[config.mk]
export PLATFORM = sky130hd
export DESIGN_NAME = cpt_ram
export DESIGN_NICKNAME = d
export VERILOG_FILES = /design/src/cpt_ram.sv
export SDC_FILE = /design/constraint.sdc
export NUM_CORES = 1
export LEC_CHECK = 0
export BUFFER_PORTS_ARGS = -buffer_cell sky130_fd_sc_hd__buf_2
export CAP_MARGIN = 20
export CELL_PAD_IN_SITES_DETAIL_PLACEMENT = 1
export CELL_PAD_IN_SITES_GLOBAL_PLACEMENT = 2
export CORE_MARGIN = 10
export CORE_UTILIZATION = 52
export CTS_CLUSTER_SIZE = 12
export DETAILED_ROUTE_END_ITERATION = 12
export GPL_ROUTABILITY_DRIVEN = 0
export HOLD_SLACK_MARGIN = 0.05
export PLACE_DENSITY_LB_ADDON = 0.1
export SETUP_SLACK_MARGIN = 0.15
export SLEW_MARGIN = 20
export SYNTH_ARGS = -nofsm -noshare
export SYNTH_HDL_FRONTEND = slang
export SYNTH_SLANG_ARGS = --single-unit
[constraint.sdc]
create_clock -name i_clk -period 3.3 [get_ports i_clk]
set_clock_uncertainty 0.05 [all_clocks]
set_input_delay 0.33 -clock i_clk [delete_from_list [all_inputs] [get_ports i_clk]]
set_output_delay 0.33 -clock i_clk [all_outputs]
set_load 0.02 [all_outputs]
[src/cpt_ram.sv]
// Generic single-write, single-read RAM with registered read data.
`timescale 1ns / 1ps

module cpt_ram #(
    parameter int WIDTH = 8,
    parameter int DEPTH = 16
) (
    input  logic                     i_clk,
    input  logic                     i_we,
    input  logic [$clog2(DEPTH)-1:0] i_waddr,
    input  logic [WIDTH-1:0]         i_wdata,
    input  logic [$clog2(DEPTH)-1:0] i_raddr,
    output logic [WIDTH-1:0]         o_rdata
);

    logic [WIDTH-1:0] r_mem [DEPTH];
    logic [WIDTH-1:0] r_rdata;

    // Write port and registered read port
    always_ff @(posedge i_clk) begin
        if (i_we) begin
            r_mem[i_waddr] <= i_wdata;
        end
        r_rdata <= r_mem[i_raddr];
    end

    assign o_rdata = r_rdata;

endmodule

==> results by group <==
GRT
  • Number of global-route vias before repair: 2,691
  • GRT Util Overall: 0.1613
  • Total congestion overflow: 0
  • First-pass GRT wire length: 16.97 mm
  • Largest net degree at the start of global routing: 33
  • Initial antenna violation count: 0

Setup path
  • Crit. Startpoint: i_raddr[0]
  • WP data required: 3.64 ns
  • Setup slack, reg-to-reg: 1.84 ns
  • CP Max Fanout: 17
  • WS Path Type: in2reg
  • Arr. time, crit path: 2.02 ns
  • Setup crit end: o_rdata[5]$_DFF_P_
  • Reg2reg path depth: 3
  • Reg-to-reg endpoint: o_rdata[2]$_DFF_P_
  • FF-to-FF Start: r_mem[2][2]$_DFFE_PP_
  • CP endpoint kind: register
  • CP Launch Type: input pin

Clock tree
  • Worst-Skew Late Latency: 0.51 ns
  • H-tree depth: 4
  • CTS tree: built
  • Hold Buf Count CTS: 0
  • Max Root-Sink Buffers: 2
  • Cell at the root of the clock tree: clkbuf_8
  • Setup bufs post-CTS: 0
  • CTS Buf Count: 17
  • CTS resizes: 0
  • # clock sinks: 136
  • Clock-pin slew on the worst setup and hold paths: 0.06 ns

Floorplan
  • Chip height: 119.5 microns
  • Io pins: 26
  • Die width: 119.5 microns
  • Site Rows: 36
  • Initial Utilization: 0.5291
  • Die area: 0.01428 sq mm
  • Core area: 0.009729 sq mm

Place
  • Placed cells: 386
  • Dpl hpwl: 6.936 mm
  • PortBufs: 25

Timing
  • Final setup viols: 0
  • Fmax: 0.5948 GHz
  • Setup TNS: 0 ns
  • Minimum clock period: 1.681 ns
  • Max transition margin: 0.2988
  • Tcrit/Tclk final: 0.5095
  • Fin. Hold Viols: 0
  • Max Slew Vio Count: 0
  • Unrepaired setup endpoints after global routing: no
  • Slew @ Worst Pin: 1.048 ns

Final layout
  • Nets: 290
  • Most frequent cells in the layout: 128 x edfxtp_1, 25 x buf_2, 18 x mux4_2, 16 x a22oi_1, 16 x clkbuf_16
  • Post-Layout Cell Count: 418
  • Share of layout cells above drive strength 1: 0.2877
  • Most common cell after layout, fill and taps aside: edfxtp_1
  • Diodes inserted: 0
  • P&R area growth vs syn: 16.94%

Job
  • Max Cap Viol: 0

Synth
  • Mapped Area: 0.005147 sq mm
  • Syn nets: 247
  • Synthesized instance count: 229
  • Syn Area/Cell: 22.48 sq um
  • Distinct cells, synth: 19
  • Ys Warns: 0
  • Seq/Total Area, Yosys: 0.7778
  • Post-synthesis register bit count: 136

Power
  • Sw frac: 0.1992
  • Internal cell power: 3.220 mW
  • Clock Power Share: 0.470
  • Pleak: 2.023 nW
  • P per Cell Area: 668.0 mW/mm^2
  • Peak supply drop: 451.4 uV
  • Gate power share: 0.047
  • Sequential share of power: 0.483
  • Switching power: 0.8011 mW

Run status
  • Status: finished, final reports clean

Detailed routing
  • DR iter-0 viols: 191
  • Vias: 2,443
  • DRC viols: 0
  • ANT nets after route: 0
  • Drt wl/cell: 26.32 microns
  • WL final: 11.00 mm
  • Via-to-Cell Ratio: 5.844
  • First drt pass iteration count: 4

Worst hold path
  • Hold WC Path Type: in2reg
-- cell type report --
cell class,count,area (sq um)
clock buffer,18,417.9
clock inverter,14,181.4
fill,810,3710
multi-input combinational,83,1057
sequential,136,4004
tap,133,166.4
timing repair buffer,34,192.7
-- synth_stat cells (all sizes together) --
cell             n  area share
a22oi           16       0.023
nor3             4      0.0039
dfxtp            8       0.031
nand3b           2      0.0029
nand2            9      0.0066
mux4            32        0.15
nand3            1     0.00097
edfxtp         128        0.75
nor2            13      0.0095
nand2b           2      0.0024
or3b             1      0.0017
nor2b            1      0.0012
and2             1      0.0012
and2b            1      0.0015
buf              7       0.011
clkdlybuf4s25    3      0.0058
-- worst min path at each step --
stage | from | end | slack, ns | depth (start not counted)
3_5_place_dp | r_mem[15][3]$_DFFE_PP_ | o_rdata[3]$_DFF_P_ | 0.62 | 3
2_1_floorplan | i_wdata[0] | r_mem[0][0]$_DFFE_PP_ | 0.38 | 0
5_1_grt | i_wdata[2] | r_mem[15][2]$_DFFE_PP_ | 0.15 | 1
6_report | i_wdata[2] | r_mem[12][2]$_DFFE_PP_ | 0.16 | 1
4_1_cts | i_wdata[2] | r_mem[14][2]$_DFFE_PP_ | 0.15 | 1
3_3_place_gp | r_mem[14][7]$_DFFE_PP_ | o_rdata[7]$_DFF_P_ | 0.60 | 3
-- worst max-delay path, stage by stage --
cell and delay [ns]:
buf_2 0.42, buf_4 0.36, mux4_1 0.59, a22oi_1 0.23, nand2_1 0.08
-- per-stage QoR --
stage | hold slack (ns) | utilization | worst slack (ns) | power (mW) | area, sq um
5_1_grt | 0.1474 | 0.6187 | 1.475 | 4.149 | 6020
3_3_place_gp | 0.6043 | 0.5571 | 1.112 | 2.160 | 5420
4_1_cts | 0.1530 | 0.6187 | 1.590 | 4.050 | 6020
6_report | 0.1615 | 0.6187 | 1.619 | 4.021 | 6020
3_5_place_dp | 0.6158 | 0.5571 | 1.078 | 2.169 | 5420
2_1_floorplan | 0.3789 | - | 1.427 | 2.088 | 5147
-- power by group through the flow --
stage	Sequential, mW	Clock, mW	Combinational, mW
after global routing	1.95	2.00	0.206
after CTS	1.94	1.91	0.192
final	1.94	1.89	0.188
after floorplan	1.99	0	0.0980
after global placement	1.98	0	0.184
after detailed placement	1.98	0	0.191
-- routing by layer --
layer,global-route usage,part of all wire
met5,0,0
met4,0.04751,0.0091
met2,0.2576,0.50
met1,0.2058,0.43
met3,0.05532,0.061
-- registers in the layout (all words and copies together) (netlist names) --
name	flops
r_mem	128
o_rdata	8
-- logic make-up after synthesis --
| group | synth area share |
|---|---|
| buf+inv | 0.01677 |
| simple gates | 0.03184 |
| mux | 0.1502 |
| compound gates | 0.02334 |
| flops | 0.7778 |
Power figures use the tool's default switching activity.
